==> config.mk <==
export PLATFORM = sky130hd
export DESIGN_NAME = ppie_locate
export DESIGN_NICKNAME = d
export VERILOG_FILES = /design/src/ppie_pkg.sv /design/src/ppie_locate.sv
export SDC_FILE = /design/constraint.sdc
export NUM_CORES = 1
export LEC_CHECK = 0
export BUFFER_PORTS_ARGS = -buffer_cell sky130_fd_sc_hd__buf_2
export CORE_ASPECT_RATIO = 2
export CORE_MARGIN = 1.5
export CORE_UTILIZATION = 45
export DETAILED_ROUTE_END_ITERATION = 6
export PLACE_DENSITY = 0.69
export SYNTH_ARGS = -nofsm -noshare
export SYNTH_HDL_FRONTEND = slang
export SYNTH_SLANG_ARGS = --single-unit
==> constraint.sdc <==
create_clock -name clk -period 8.2 [get_ports clk]
set_input_delay 0 -clock clk [delete_from_list [all_inputs] [get_ports clk]]
set_output_delay 0 -clock clk [all_outputs]
set_load 0.01 [all_outputs]
==> src/ppie_pkg.sv <==
// ----------------------------------------------------------------------------
// ppie_pkg
// Shared constants, item types and field-width helpers for the packed palette
// index extractor.
// ----------------------------------------------------------------------------
package ppie_pkg;

  // Store and palette limits
  localparam int STORE_WORDS = 1024;
  localparam int MAX_PALETTE = 4096;
  localparam int ADDR_W      = $clog2(STORE_WORDS);

  // Field widths of the item payload
  localparam int POS_W   = 12;   // (y*16+z)*16+x
  localparam int WIDX_W  = 10;
  localparam int WORD_W  = 64;
  localparam int SIZE_W  = 13;
  localparam int CNT_W   = 11;
  localparam int IDX_W   = 12;
  localparam int FW_W    = 4;    // field width, 0 when unfit
  localparam int PER_W   = 5;    // fields per aligned word
  localparam int RCP_W   = 14;   // reciprocal of fields per word, Q16
  localparam int RCP_SH  = 16;
  localparam int BIT_W   = POS_W + FW_W;       // stream bit position
  localparam int OFF_W   = $clog2(WORD_W);     // bit offset in a word
  localparam int WI_W    = BIT_W - OFF_W;      // word number
  localparam int Q_W     = POS_W + RCP_W - RCP_SH;
  localparam int REM_W   = 6;    // remainder before correction, below 32

  // Configuration port
  localparam int CFG_IDX_W  = 2;
  localparam int CFG_DATA_W = SIZE_W;

  typedef enum logic [CFG_IDX_W-1:0] {
    REG_PALETTE_SIZE   = 2'd0,
    REG_WORD_COUNT     = 2'd1,
    REG_STREAM_PACKING = 2'd2
  } cfg_reg_t;

  typedef enum logic {
    OP_LOAD   = 1'b0,
    OP_LOOKUP = 1'b1
  } op_t;

  // Item as accepted at the input
  typedef struct packed {
    op_t                op;
    logic [WIDX_W-1:0]  widx;
    logic [WORD_W-1:0]  wval;
    logic [POS_W-1:0]   pos;
  } req_t;

  // Item after word location, ready for the store read
  typedef struct packed {
    op_t                op;
    logic [WIDX_W-1:0]  widx;
    logic [WORD_W-1:0]  wval;
    logic [WI_W-1:0]    wi;
    logic [OFF_W-1:0]   off;
    logic               wi_ok;     // first word inside the count
    logic               nxt_ok;    // second word inside the count
    logic               straddle;  // field runs into the next word
  } loc_t;

  // Field width for a palette size; 0 when mode and size do not fit
  function automatic logic [FW_W-1:0] field_width(input logic [SIZE_W-1:0] size,
                                                  input logic              stream);
    logic [FW_W-1:0] w;
    if (size > SIZE_W'(MAX_PALETTE))     w = 4'd0;
    else if (size <= SIZE_W'(16))        w = 4'd4;
    else if (size <= SIZE_W'(32))        w = 4'd5;
    else if (size <= SIZE_W'(64))        w = 4'd6;
    else if (size <= SIZE_W'(128))       w = 4'd7;
    else if (size <= SIZE_W'(256))       w = 4'd8;
    else if (size <= SIZE_W'(512))       w = 4'd9;
    else if (size <= SIZE_W'(1024))      w = 4'd10;
    else if (size <= SIZE_W'(2048))      w = 4'd11;
    else                                 w = 4'd12;
    if (stream && (w == 4'd4 || w == 4'd8))
      w = 4'd0;
    return w;
  endfunction

  // Fields held by one aligned word: floor(64 / width)
  function automatic logic [PER_W-1:0] fields_per_word(input logic [FW_W-1:0] w);
    logic [PER_W-1:0] p;
    unique case (w)
      4'd5:    p = 5'd12;
      4'd6:    p = 5'd10;
      4'd7:    p = 5'd9;
      4'd8:    p = 5'd8;
      4'd9:    p = 5'd7;
      4'd10:   p = 5'd6;
      4'd11:   p = 5'd5;
      4'd12:   p = 5'd5;
      default: p = 5'd16;
    endcase
    return p;
  endfunction

  // floor(65536 / fields_per_word); the quotient it gives is low by at most one
  function automatic logic [RCP_W-1:0] per_recip(input logic [FW_W-1:0] w);
    logic [RCP_W-1:0] r;
    unique case (w)
      4'd5:    r = 14'd5461;
      4'd6:    r = 14'd6553;
      4'd7:    r = 14'd7281;
      4'd8:    r = 14'd8192;
      4'd9:    r = 14'd9362;
      4'd10:   r = 14'd10922;
      4'd11:   r = 14'd13107;
      4'd12:   r = 14'd13107;
      default: r = 14'd4096;
    endcase
    return r;
  endfunction

endpackage

==> src/ppie_locate.sv <==
// ----------------------------------------------------------------------------
// ppie_locate
// Three-stage pipeline that turns a field number into a store word number,
// a bit offset and range flags, for both aligned and stream packing.
// ----------------------------------------------------------------------------
module ppie_locate (
  input  logic                        clk,
  input  logic                        rst_n,
  input  logic [ppie_pkg::FW_W-1:0]   width,
  input  logic                        stream,
  input  logic [ppie_pkg::CNT_W-1:0]  word_count,
  input  logic                        in_valid,
  output logic                        in_ready,
  input  ppie_pkg::req_t              in_item,
  output logic                        out_valid,
  input  logic                        out_ready,
  output ppie_pkg::loc_t              out_item
);

  localparam int PROD_W = ppie_pkg::POS_W + ppie_pkg::RCP_W;
  localparam int QP_W   = ppie_pkg::Q_W + ppie_pkg::PER_W;
  localparam int NXT_W  = ppie_pkg::WI_W + 1;

  // Stage valid bits and per-stage ready
  logic va_r, vb_r, vc_r;
  logic rdy_a, rdy_b, rdy_c;

  assign rdy_c    = !vc_r || out_ready;
  assign rdy_b    = !vb_r || rdy_c;
  assign rdy_a    = !va_r || rdy_b;
  assign in_ready = rdy_a;

  always_ff @(posedge clk) begin
    if (!rst_n) begin
      va_r <= 1'b0;
      vb_r <= 1'b0;
      vc_r <= 1'b0;
    end else begin
      if (rdy_a) va_r <= in_valid;
      if (rdy_b) vb_r <= va_r;
      if (rdy_c) vc_r <= vb_r;
    end
  end

  // Stage A: stream bit position and estimated aligned quotient
  ppie_pkg::req_t                 a_req_r;
  logic [ppie_pkg::BIT_W-1:0]     a_bit_r;
  logic [ppie_pkg::Q_W-1:0]       a_q0_r;
  logic [PROD_W-1:0]              a_prod;

  assign a_prod = PROD_W'(in_item.pos) * PROD_W'(ppie_pkg::per_recip(width));

  always_ff @(posedge clk) begin
    if (rdy_a) begin
      a_req_r <= in_item;
      a_bit_r <= ppie_pkg::BIT_W'(in_item.pos) * ppie_pkg::BIT_W'(width);
      a_q0_r  <= a_prod[PROD_W-1:ppie_pkg::RCP_SH];
    end
  end

  // Stage B: remainder against the estimate, below twice fields per word
  ppie_pkg::req_t                 b_req_r;
  logic [ppie_pkg::BIT_W-1:0]     b_bit_r;
  logic [ppie_pkg::Q_W-1:0]       b_q0_r;
  logic [ppie_pkg::REM_W-1:0]     b_rem_r;
  logic [QP_W-1:0]                b_qp;
  logic [QP_W-1:0]                b_diff;

  assign b_qp   = QP_W'(a_q0_r) * QP_W'(ppie_pkg::fields_per_word(width));
  assign b_diff = QP_W'(a_req_r.pos) - b_qp;

  always_ff @(posedge clk) begin
    if (rdy_b) begin
      b_req_r <= a_req_r;
      b_bit_r <= a_bit_r;
      b_q0_r  <= a_q0_r;
      b_rem_r <= b_diff[ppie_pkg::REM_W-1:0];
    end
  end

  // Stage C: correct quotient, pick word and offset, check the word count
  logic [ppie_pkg::PER_W-1:0]     c_per;
  logic                           c_fix;
  logic [ppie_pkg::FW_W-1:0]      c_slot;
  logic [7:0]                     c_slot_off;
  logic [ppie_pkg::WI_W-1:0]      c_wi;
  logic [ppie_pkg::OFF_W-1:0]     c_off;
  logic [NXT_W-1:0]               c_nxt;
  logic [ppie_pkg::OFF_W:0]       c_end;
  logic                           c_straddle;
  ppie_pkg::loc_t                 c_item_r;

  always_comb begin
    c_per      = ppie_pkg::fields_per_word(width);
    c_fix      = b_rem_r >= ppie_pkg::REM_W'(c_per);
    c_slot     = c_fix ? ppie_pkg::FW_W'(b_rem_r - ppie_pkg::REM_W'(c_per))
                       : ppie_pkg::FW_W'(b_rem_r);
    c_slot_off = 8'(c_slot) * 8'(width);
    if (stream) begin
      c_wi  = b_bit_r[ppie_pkg::BIT_W-1:ppie_pkg::OFF_W];
      c_off = b_bit_r[ppie_pkg::OFF_W-1:0];
    end else begin
      c_wi  = ppie_pkg::WI_W'(b_q0_r) + ppie_pkg::WI_W'(c_fix);
      c_off = c_slot_off[ppie_pkg::OFF_W-1:0];
    end
    c_nxt      = NXT_W'(c_wi) + NXT_W'(1);
    c_end      = (ppie_pkg::OFF_W+1)'(c_off) + (ppie_pkg::OFF_W+1)'(width);
    c_straddle = stream && (c_end > (ppie_pkg::OFF_W+1)'(ppie_pkg::WORD_W));
  end

  always_ff @(posedge clk) begin
    if (rdy_c) begin
      c_item_r.op       <= b_req_r.op;
      c_item_r.widx     <= b_req_r.widx;
      c_item_r.wval     <= b_req_r.wval;
      c_item_r.wi       <= c_wi;
      c_item_r.off      <= c_off;
      c_item_r.straddle <= c_straddle;
      c_item_r.wi_ok    <= (ppie_pkg::CNT_W'(c_wi) < word_count) &&
                           (32'(c_wi) < ppie_pkg::STORE_WORDS);
      c_item_r.nxt_ok   <= (ppie_pkg::CNT_W'(c_nxt) < word_count) &&
                           (32'(c_nxt) < ppie_pkg::STORE_WORDS);
    end
  end

  assign out_valid = vc_r;
  assign out_item  = c_item_r;

endmodule

==> results of run 1 <==
-- state kept, by name, summed over array words and instances (netlist names) --
signal and cells:
a_q0_r 10, va_r 1, out_valid 1, b_req_r 75, a_bit_r 16, b_bit_r 16
a_req_r 81, vb_r 1, out_item 94, b_rem_r 6, b_q0_r 10
-- cell usage after synthesis, types with 3 or more instances --
cell / number
o2111ai_1: 4
xnor2_1: 45
clkbuf_1: 38
a31o_2: 3
ha_1: 133
a21boi_0: 3
dfxtp_1: 3
edfxtp_1: 308
mux2i_1: 5
a21oi_1: 36
o21ai_1: 3
nand2b_1: 10
a21o_1: 15
xor2_1: 16
nand3b_1: 3
a31oi_1: 4
nand2_1: 161
and2_1: 70
and3_1: 20
inv_1: 202
nor2_1: 33
nand4_1: 6
o21ai_0: 23
o21bai_1: 4
nand3_1: 19
nor4_1: 3
nor2b_1: 10
o21a_1: 10
a211o_1: 5
nor3_1: 6
o31ai_1: 3
mux2_2: 5
fa_1: 152
or3_1: 4
-- metal layers --
layer / GRT usage, % / vias up / wire, um
li1: - / 5273 / -
met1: 21.2 / 5694 / 14500
met2: 42.3 / 414 / 24500
met3: 2.46 / 150 / 2010
met4: 13.2 / 2 / 3090
met5: 0 / - / 10
-- report_power, final --
| group | total, mW | internal [mW] | switching, mW | leakage, nW |
|---|---|---|---|---|
| combinational | 2.17 | 0.961 | 1.21 | 5.97 |
| clock | 1.23 | 0.639 | 0.589 | 0.399 |
| sequential | 2.19 | 2.06 | 0.131 | 3.30 |
-- final cells by class --
class | instances | area [sq um]
Clock inverter | 19 | 189
Fill cell | 3437 | 18600
Timing Repair Buffer | 306 | 2010
Clock buffer | 27 | 633
Inverter | 202 | 761
Multi-Input combinational cell | 840 | 7960
Tap cell | 530 | 663
Sequential cell | 311 | 9310
Antenna cell | 2 | 5.00
-- cell families after synthesis --
logic type               after synthesis
AND/OR/NAND/NOR                      354
adder cells (fa/ha/maj)              285
flip-flops                           311
multiplexers                          10
AO/OA/AOI/OAI                        130
XOR/XNOR                              61
buffers and inverters                245
-- path summary, 6_finish.rpt --
kind,slack (ns),to
max reg2reg,3.10,out_item[1]$_DFFE_PP_
max,1.35,a_q0_r[7]$_DFFE_PP_
min reg2reg,0.41,out_item[82]$_DFFE_PP_
min,0.02,a_bit_r[0]$_DFFE_PP_
-- placed cells by master, fill, tap and decap left out, types with 36 or more instances in the layout --
cell,n
a21oi_1,36
and2_1,70
buf_2,202
dlygate4sd3_1,87
edfxtp_1,308
fa_1,152
ha_1,133
inv_1,201
nand2_1,160
xnor2_1,45
-- worst max-delay path, cell delays in order --
cell,delay [ns]
buf_2,0.22
inv_1,0.18
ha_1,0.32
inv_1,0.09
nand2_1,0.18
and2_1,0.33
a21boi_0,0.22
buf_4,0.23
a21o_1,0.41
nand2_1,0.15
fa_1,0.55
inv_1,0.05
fa_1,0.47
fa_1,0.52
fa_1,0.54
inv_1,0.05
fa_1,0.52
inv_1,0.04
ha_1,0.29
and4_1,0.23
nor2b_1,0.15
o31a_1,0.26
or4_4,0.52
a31oi_4,0.28
o21bai_1,0.14
xor2_1,0.16
-- stage by stage --
| stage | setup WS [ns] | hold slack [ns] | total power [mW] | cells |
|---|---|---|---|---|
| after floorplan | 1.43 | 0.0989 | 3.71 | 1396 |
| after global placement | 0.972 | 0.177 | 4.29 | 2102 |
| after CTS | 1.36 | 0.00312 | 5.63 | 2235 |
| final | 1.35 | 0.0214 | 5.59 | 2237 |
| after detailed placement | 0.811 | 0.178 | 4.36 | 2102 |
| after global routing | 0.887 | 0.0376 | 5.97 | 2236 |
==> metrics.yaml, run 1 <==
floorplan:
  num_rows: 104
  start_util_pct: 45.4
  dieHeight_um: 287
  io_pins: 203
  die-area_sq_um: 41700
  die_x_um: 145
  core_sq_um: 40100
critical_path:
  arrival_ns: 7.14
  cp-end-kind: "flip-flop"
  cp.required_ns: 8.48
  worstSetupPathType: "input pin to flip-flop"
  r2r_start: "b_rem_r[0]$_DFFE_PP_"
  worstPathMaxFanout: 22
  reg2reg_depth: 20
  crit_start: "width[0]"
  start_kind: "input pin"
power_and_ir_drop:
  power.leakage_nw: 9.67
  power_density_nw_per_um2: 260
  worst_ir_drop_vdd_v: 0.000135
yosys:
  ys_top_cells_by_area: "edfxtp_1 (51%), fa_1 (17%), ha_1 (9.2%), inv_1 (4.2%), nand2_1 (3.3%)"
  yosys.area_share.simple_pct: 9.49
  yosys.area.top_type_share_pct: 50.9
  ys_seq_elements: 311
  synth_edf_count: 308
  synth-xor-area-share_pct: 2.94
  postSynthCellCount: 1396
  yosysTopAreaCell: "edfxtp_1"
  synth_area_per_cell_sq_um: 13.0
  synth_top_family_by_area: "adder cells"
  synth-compound-area-share_pct: 4.76
  synth_fp_nets: 1788
  synth_cell_types: 58
  synthArstFlopShare_pct: 0
  synthFlopType: "edfxtp_1"
  synthMuxAreaShare_pct: 0.585
  seq_area_frac_synth_pct: 51.2
  synth_warnings: 0
  synthAdderAreaFrac_pct: 25.9
  syn_area_sq_um: 18200
placement:
  io_buffers: 202
  gp_congestion: 0.984
  hpwl_um: 32800
  dpl_cell_area_sq_um: 19800
final_layout:
  postLayoutCoreUtil_pct: 53.7
  drive_gt1_share_pct: 16.3
  area_delta_synth_final_pct: 18.4
  nets: 2078
  design_area_sq_um: 21500
global_route:
  grt_pass1_wl_um: 68500
  grt_antenna_before_repair: 2
  grt_pass1_vias: 12600
  overflow: 0
  grt.total_usage_pct: 21.5
  grt_max_degree: 90
routing:
  finalWirelength_um: 44200
  detail_route.wl_per_cell_um: 19.7
  drt_first_pass_iters: 5
  drt_iter0_drc: 618
  drc: 0
  antenna_left: 0
  vias_per_cell: 5.16
  num_vias: 11500
clock_network:
  cts_root_buf: "clkbuf_16"
  cts_htree_levels: 1
  path_clk_slew_ns: 0.08
  hold_buffers: 87
  cts_tree: "built"
  clock_latency_ns: 0.55
  cts_buffers: 25
  postCtsResizedCells: 0
  clockBufferDepth: 3
  cts_sinks: 311
  cts_setup_buffers: 0
sta:
  worst_pin_slew_ns: 1.15
  drv_slew: 0
  grt_setup_unrepaired: "false"
  setup_viol: 0
  fin_tns_setup_ns: 0
  skew_ns: 0.0210
  period_needed_ns: 6.85
  fmax_ghz: 0.146
  hold_violations: 0
  post-route-period-util_pct: 83.6
  max_slew_margin_pct: 23.1
min_path:
  hold_path_class: "input pin to flip-flop"
  hp-start: "width[0]"
  min_path_cells: 2
run:
  maxCapViolations: 0
outcome:
  status: "complete, no violations"
Note: power is estimated with default switching activity, not from simulation.
==> inputs of run 2 (changes only) <==
--- a/config.mk
+++ b/config.mk
@@ -10,7 +10,7 @@
 export CORE_MARGIN = 1.5
 export CORE_UTILIZATION = 45
 export DETAILED_ROUTE_END_ITERATION = 6
-export PLACE_DENSITY = 0.69
+export PLACE_DENSITY = 0.71
 export SYNTH_ARGS = -nofsm -noshare
 export SYNTH_HDL_FRONTEND = slang
 export SYNTH_SLANG_ARGS = --single-unit
==> constraint.sdc (replaced) <==
create_clock -name clk -period 5.5 [get_ports clk]
set_input_delay 0 -clock clk [delete_from_list [all_inputs] [get_ports clk]]
set_output_delay 0 -clock clk [all_outputs]
set_load 0.01 [all_outputs]
==> run 2 against run 1 <==
- total power up 55%
- count of clock-buffer cells in the layout unchanged
- global-route usage down 0.55 points
- non-clock buffer count up 91
- sequential power up 49%
- hold slack better by 0.026 ns
- largest cell class unchanged
- highest routed layer is now met4
==> metrics.yaml, run 2 (synthesis gave the netlist of run 1 again) <==
floorplan:
  die_x_um: 145  # unchanged
  die-area_sq_um: 41700  # unchanged
  num_rows: 104  # unchanged
  core_sq_um: 40100  # unchanged
  start_util_pct: 45.4  # unchanged
  io_pins: 203  # unchanged
  dieHeight_um: 287  # unchanged
routing:
  drt_first_pass_iters: 6  # was 5
  detail_route.wl_per_cell_um: 18.6  # was 19.7 um
  num_vias: 11900  # was 11500
  antenna_left: 0  # unchanged
  finalWirelength_um: 43100  # was 44200 um
  vias_per_cell: 5.13  # was 5.16
  drc: 0  # unchanged
  drt_iter0_drc: 521  # was 618
sta:
  fin_tns_setup_ns: 0  # unchanged
  period_needed_ns: 5.38
  setup_ws_ns: 0.118  # was 1.35 ns
  post-route-period-util_pct: 97.9
  max_slew_margin_pct: 21.7  # was 23.1%
  fmax_ghz: 0.186
  skew_ns: 0.0244  # was 0.0210 ns
  worst_pin_slew_ns: 1.17  # was 1.15 ns
  grt_setup_unrepaired: "true"  # was false
  drv_slew: 0  # unchanged
  setup_viol: 0  # unchanged
  hold_violations: 0  # unchanged
power_and_ir_drop:
  power_switching_mw: 2.90  # was 1.93 mW
  worst_ir_drop_vdd_v: 0.000231  # was 0.000135 V
  p_int_mw: 5.78  # was 3.66 mW
  power_frac_seq_pct: 37.6  # was 39.2%
  power.leakage_nw: 10.1  # was 9.67 nW
  comb_power_share_pct: 41.8  # was 38.8%
  power_density_nw_per_um2: 387  # was 260 nW/um^2
  power_switching_share_pct: 33.5  # was 34.5%
  power_mw: 8.68  # was 5.59 mW
  clockPowerShare_pct: 20.6  # was 22.0%
critical_path:
  arrival_ns: 5.65  # was 7.14 ns
  reg2reg_slack_ns: 0.55  # was 3.10 ns
  critPathTopFamily: "adder cells"  # unchanged
  crit_path_max_incr_delay_ns: 0.56  # was 0.55 ns
  cp-end-kind: "flip-flop"  # unchanged
  cp.required_ns: 5.77  # was 8.48 ns
  path_buf_inv: 7  # unchanged
  cp_slowest_cell: "fa_2"  # was fa_1
  worstPathMaxFanout: 5  # was 22
  worstSetupPathType: "input pin to flip-flop"  # unchanged
  r2r_start: "b_rem_r[0]$_DFFE_PP_"  # unchanged
  start_kind: "input pin"  # unchanged
  r2r_end: "out_item[0]$_DFFE_PP_"  # was out_item[1]$_DFFE_PP_
  reg2reg_depth: 19  # was 20
final_layout:
  final_common_cell: "edfxtp_1"  # unchanged
  design_area_sq_um: 22400  # was 21500 sq um
  nets: 2168  # was 2078
  fillCellCount: 3309  # was 3437
  drive_gt1_share_pct: 22.6  # was 16.3%
  area_delta_synth_final_pct: 23.3  # was 18.4%
  final_cell_mix: "edfxtp_1 (308), buf_2 (201), inv_1 (192)"  # was edfxtp_1 (308), buf_2 (202), inv_1 (201)
  postLayoutCoreUtil_pct: 56.0  # was 53.7%
  largest_reg_flops: 94  # unchanged
global_route:
  grt_max_degree: 91  # was 90
  overflow: 0  # unchanged
  grt_pass1_vias: 13000  # was 12600
  grt_antenna_before_repair: 1  # was 2
  grt_pass1_wl_um: 67300  # was 68500 um
  grt.total_usage_pct: 21.0  # was 21.5%
clock_network:
  cts_tree: "built"  # unchanged
  cts_buffers: 24  # was 25
  clock_latency_ns: 0.54  # was 0.55 ns
  cts_htree_levels: 1  # unchanged
  cts_root_buf: "clkbuf_16"  # unchanged
  cts_sinks: 311  # unchanged
  path_clk_slew_ns: 0.07  # was 0.08 ns
  clockBufferDepth: 3  # unchanged
placement:
  gp_congestion: 0.985  # was 0.984
  dpl_cell_area_sq_um: 20600  # was 19800 sq um
  pre_cts_slack_ns: -0.563  # was 0.811 ns
  hpwl_um: 33900  # was 32800 um
  io_buffers: 202  # unchanged
run:
  maxCapViolations: 0  # unchanged
min_path:
  hold_path_class: "input pin to flip-flop"  # unchanged
  hp-start: "in_item[5]"  # was width[0]
  min_path_cells: 2  # unchanged
  hold_end: "a_req_r[5]$_DFFE_PP_"  # was a_bit_r[0]$_DFFE_PP_
outcome:
  status: "complete, no violations"  # unchanged
[run 2: changes by cell type in the layout (fill, tap and decap cells not counted), sizes merged]
cell,delta
buf,+92
inv,-3
dlygate4sd3,-1
diode,-1
bufinv,+1
[run 2: how the worst max path moves through the flow]
stage                                endpoint  cells after the start  startpoint
final                     a_q0_r[9]$_DFFE_PP_                     26    width[1]
after global routing      a_q0_r[9]$_DFFE_PP_                     24    width[1]
after CTS                 a_q0_r[7]$_DFFE_PP_                     24    width[1]
after detailed placement  a_q0_r[7]$_DFFE_PP_                     24    width[1]
after global placement    a_q0_r[9]$_DFFE_PP_                     24    width[1]
after floorplan           a_q0_r[9]$_DFFE_PP_                     28    width[0]
[run 2: area by class of cell]
type	count	area [sq um]	share of cell area, %
antenna	1	2.50	0.0112
clock buffer	27	612	2.73
clock inverter	17	210	0.937
inverter	202	774	3.45
multi-input combinational	840	8130	36.2
sequential	311	9310	41.5
tap	530	663	2.96
timing repair buffer	397	2730	12.2
[run 2: per-stage QoR]
step	hold slack, ns	cells
finish	0.0478	2325
global route	0.0272	2325
CTS	0.0192	2320
detailed placement	0.179	2190
global placement	0.176	2190
floorplan	0.0989	1396
[run 2: repair_timing]
action	4_1_cts	5_1_grt
setup endpoints to repair	0	7
setup buffers	0	4
hold buffers	86	0
gates resized for setup	0	25
hold endpoints to repair	89	0
[run 2: power groups by stage]
stage | logic [mW] | clock network (mW) | registers, mW
after detailed placement | 3.48 | 0 | 3.32
after global routing | 4.07 | 1.91 | 3.29
final | 3.63 | 1.79 | 3.26
after CTS | 3.55 | 1.83 | 3.26
after global placement | 3.35 | 0 | 3.30
after floorplan | 2.30 | 0 | 3.27
[run 2: routing by layer]
metal  GRT usage (%)  vias up  wire length (um)
met5               0        -                 0
met4            15.3        0              3530
met3            2.05      158              1720
met2            41.1      419             23800
met1            20.0     5899             14100
li1                -     5453                 -
==> inputs of run 3 (changes only) <==
--- a/config.mk
+++ b/config.mk
@@ -7,10 +7,11 @@
 export LEC_CHECK = 0
 export BUFFER_PORTS_ARGS = -buffer_cell sky130_fd_sc_hd__buf_2
 export CORE_ASPECT_RATIO = 2
-export CORE_MARGIN = 1.5
 export CORE_UTILIZATION = 45
+export CTS_BUF_LIST = sky130_fd_sc_hd__clkbuf_4 sky130_fd_sc_hd__clkbuf_8
 export DETAILED_ROUTE_END_ITERATION = 6
 export PLACE_DENSITY = 0.71
 export SYNTH_ARGS = -nofsm -noshare
 export SYNTH_HDL_FRONTEND = slang
 export SYNTH_SLANG_ARGS = --single-unit
+export TNS_END_PERCENT = 30
==> run 3 against run 2 <==
- flip-flop and latch count is the same
- clock power shrank 6%
- via count grew 0.80%
- final cell count grew 1.3%
- critical path type unchanged
- largest cell class unchanged
- largest power group unchanged
==> metrics.yaml, run 3 (synthesis gave the netlist of run 1 again) <==
outcome:
  status: "complete, no violations"  # unchanged
sta:
  hold_violations: 0  # unchanged
  skew_ns: 0.0158  # was 0.0244 ns
  grt_setup_unrepaired: "true"  # unchanged
  max_slew_margin_pct: 22.0  # was 21.7%
  worst_pin_slew_ns: 1.17  # about the same
  post-route-period-util_pct: 98.1  # was 97.9%
  period_needed_ns: 5.39  # was 5.38 ns
  setup_ws_ns: 0.105  # was 0.118 ns
  drv_slew: 0  # unchanged
  fmax_ghz: 0.185  # was 0.186 GHz
  setup_viol: 0  # unchanged
  whs_ns: 0.0405  # was 0.0478 ns
routing:
  drt_iter0_drc: 489  # was 521
  detail_route.wl_per_cell_um: 18.9  # was 18.6 um
  antenna_left: 0  # unchanged
  drt_first_pass_iters: 7  # was 6
  drc: 0  # unchanged
  num_vias: 12000  # was 11900
  vias_per_cell: 5.11  # was 5.13
  finalWirelength_um: 44500  # was 43100 um
critical_path:
  arrival_ns: 5.67  # was 5.65 ns
  r2r_start: "b_rem_r[0]$_DFFE_PP_"  # unchanged
  cp.required_ns: 5.78  # was 5.77 ns
  cp_slowest_cell: "fa_2"  # unchanged
  crit_path_cell_trace: "buf_2, clkinvlp_4, ha_4, xnor2_1, a22o_2, buf_4, nand2_1, fa_2, inv_2, fa_1, fa_1, inv_1, fa_1, inv_1, fa_1, ha_4, and4_4, nor2b_1, o31a_1, or4_4, a31oi_4, o221ai_2, xnor2_1"
  crit_path_max_incr_delay_ns: 0.59  # was 0.56 ns
  worstPathMaxFanout: 5  # unchanged
  cp-end-kind: "flip-flop"  # unchanged
  worstSetupPathType: "input pin to flip-flop"  # unchanged
  crit_path_frequent_cell: "fa_1"
  crit_start: "width[1]"  # unchanged
  start_kind: "input pin"  # unchanged
clock_network:
  cts_sinks: 311  # unchanged
  cts_tree: "built"  # unchanged
  cts_buffers: 38  # was 24
  path_clk_slew_ns: 0.06  # was 0.07 ns
  cts_root_buf: "clkbuf_8"  # was clkbuf_16
  clockBufferDepth: 3  # unchanged
  cts_htree_levels: 2  # was 1
  clock_latency_ns: 0.54  # about the same
placement:
  io_buffers: 202  # unchanged
  dpl_cell_area_sq_um: 20700  # was 20600 sq um
  pre_cts_slack_ns: -0.581  # was -0.563 ns
  gp_congestion: 0.964  # was 0.985
  hpwl_um: 34500  # was 33900 um
final_layout:
  area_delta_synth_final_pct: 23.6  # was 23.3%
  design_area_sq_um: 22500  # was 22400 sq um
  postLayoutCoreUtil_pct: 56.6  # was 56.0%
  final_common_cell: "edfxtp_1"  # unchanged
  drive_gt1_share_pct: 23.9  # was 22.6%
  final_cell_mix: "edfxtp_1 (308), buf_2 (201), inv_1 (193)"  # was edfxtp_1 (308), buf_2 (201), inv_1 (192)
  nets: 2194  # was 2168
  n_antenna_cell: 0  # was 1
  largest_reg_flops: 94  # unchanged
  fillCellCount: 3270  # was 3309
global_route:
  grt_pass1_vias: 12900  # was 13000
  grt_busiest_layer: "met2"  # unchanged
  grt.total_usage_pct: 22.1  # was 21.0%
  grtUsageMet3_pct: 2.22  # was 2.05%
  grt_max_degree: 91  # unchanged
  grt_use_met1_pct: 20.4  # was 20.0%
  grt_pass1_wl_um: 67800  # was 67300 um
  use_met2_pct: 43.7  # was 41.1%
  overflow: 0  # unchanged
  grt_antenna_before_repair: 0  # was 1
floorplan:
  dieHeight_um: 286  # was 287 um
  core_sq_um: 39700  # was 40100 sq um
  die_x_um: 144  # was 145 um
  start_util_pct: 45.8  # was 45.4%
  die-area_sq_um: 41300  # was 41700 sq um
  io_pins: 203  # unchanged
  num_rows: 103  # was 104
power_and_ir_drop:
  worst_ir_drop_vdd_v: 0.000211  # was 0.000231 V
  power.leakage_nw: 10.2  # was 10.1 nW
  power_density_nw_per_um2: 383  # was 387 nW/um^2
min_path:
  hold_path_class: "input pin to flip-flop"  # unchanged
  hp-start: "in_item[2]"  # was in_item[5]
run:
  maxCapViolations: 0  # unchanged
run 3: cell count changes in the layout (fill, tap and decap cells not counted), moves of 3 or more:
cell       previous run  this run
clkbuf_8              0        39
clkbuf_16            24         0
clkbuf_4              0        11
buf_4               105       115
clkinv_1              2         9
clkbuf_1              3         0
clkinv_8              3         0
run 3: power breakdown:
part / switching, mW / internal, mW / leakage, nW / total (mW)
logic: 1.93 / 1.76 / 6.49 / 3.69
clock network: 0.803 / 0.877 / 0.408 / 1.68
registers: 0.164 / 3.07 / 3.30 / 3.24
total: 2.90 / 5.71 / 10.2 / 8.61
run 3: worst paths after layout:
| kind | endpoint | cells past startpoint | slack (ns) |
|---|---|---|---|
| max | a_q0_r[9]$_DFFE_PP_ | 23 | 0.11 |
| min | a_req_r[2]$_DFFE_PP_ | 2 | 0.04 |
| min reg2reg | b_req_r[63]$_DFFE_PP_ | 0 | 0.41 |
| max reg2reg | out_item[2]$_DFFE_PP_ | 22 | 0.47 |
run 3: through the flow:
step,setup TNS (ns),total power [mW],instances
finish,0,8.61,2355
CTS,0,8.58,2348
global placement,-3.37,6.71,2194
floorplan,-2.11,5.58,1396
detailed placement,-3.97,6.84,2194
global route,-0.0602,9.20,2355
run 3: worst max-delay path: cells and delay by family:
kind,cells,cell delay (ns)
xor gates and xnor gates,2,0.38
buffers and inverters,6,0.49
adders and majority gates,7,2.96
and+or+nand+nor,4,0.90
AOI/OAI and AO/OA,4,0.93
run 3: layout make-up:
class / instances / area (sq um) / area share, %
sequential: 311 / 9310 / 41.4
multi-input combinational: 840 / 8130 / 36.2
timing repair buffer: 409 / 2820 / 12.6
inverter: 202 / 774 / 3.45
tap: 525 / 657 / 2.92
clock buffer: 49 / 612 / 2.72
clock inverter: 19 / 169 / 0.752
run 3: layer usage:
| layer | vias to the layer above | share of wire, % | wire (um) |
|---|---|---|---|
| met1 | 5960 | 32 | 14200 |
| met3 | 146 | 4.1 | 1810 |
| met5 | - | 0 | 0 |
| met4 | 0 | 7.7 | 3420 |
| met2 | 404 | 56 | 25000 |
| li1 | 5514 | - | - |
run 3: timing repair:
| action | 4_1_cts | 5_1_grt |
|---|---|---|
| hold buffers | 86 | 0 |
| pin swaps | 0 | 33 |
| buffers inserted | 0 | 7 |
| setup endpoints to repair | 2 | 5 |
| endpoints found under the hold margin | 89 | 0 |
| resized for setup | 1 | 25 |
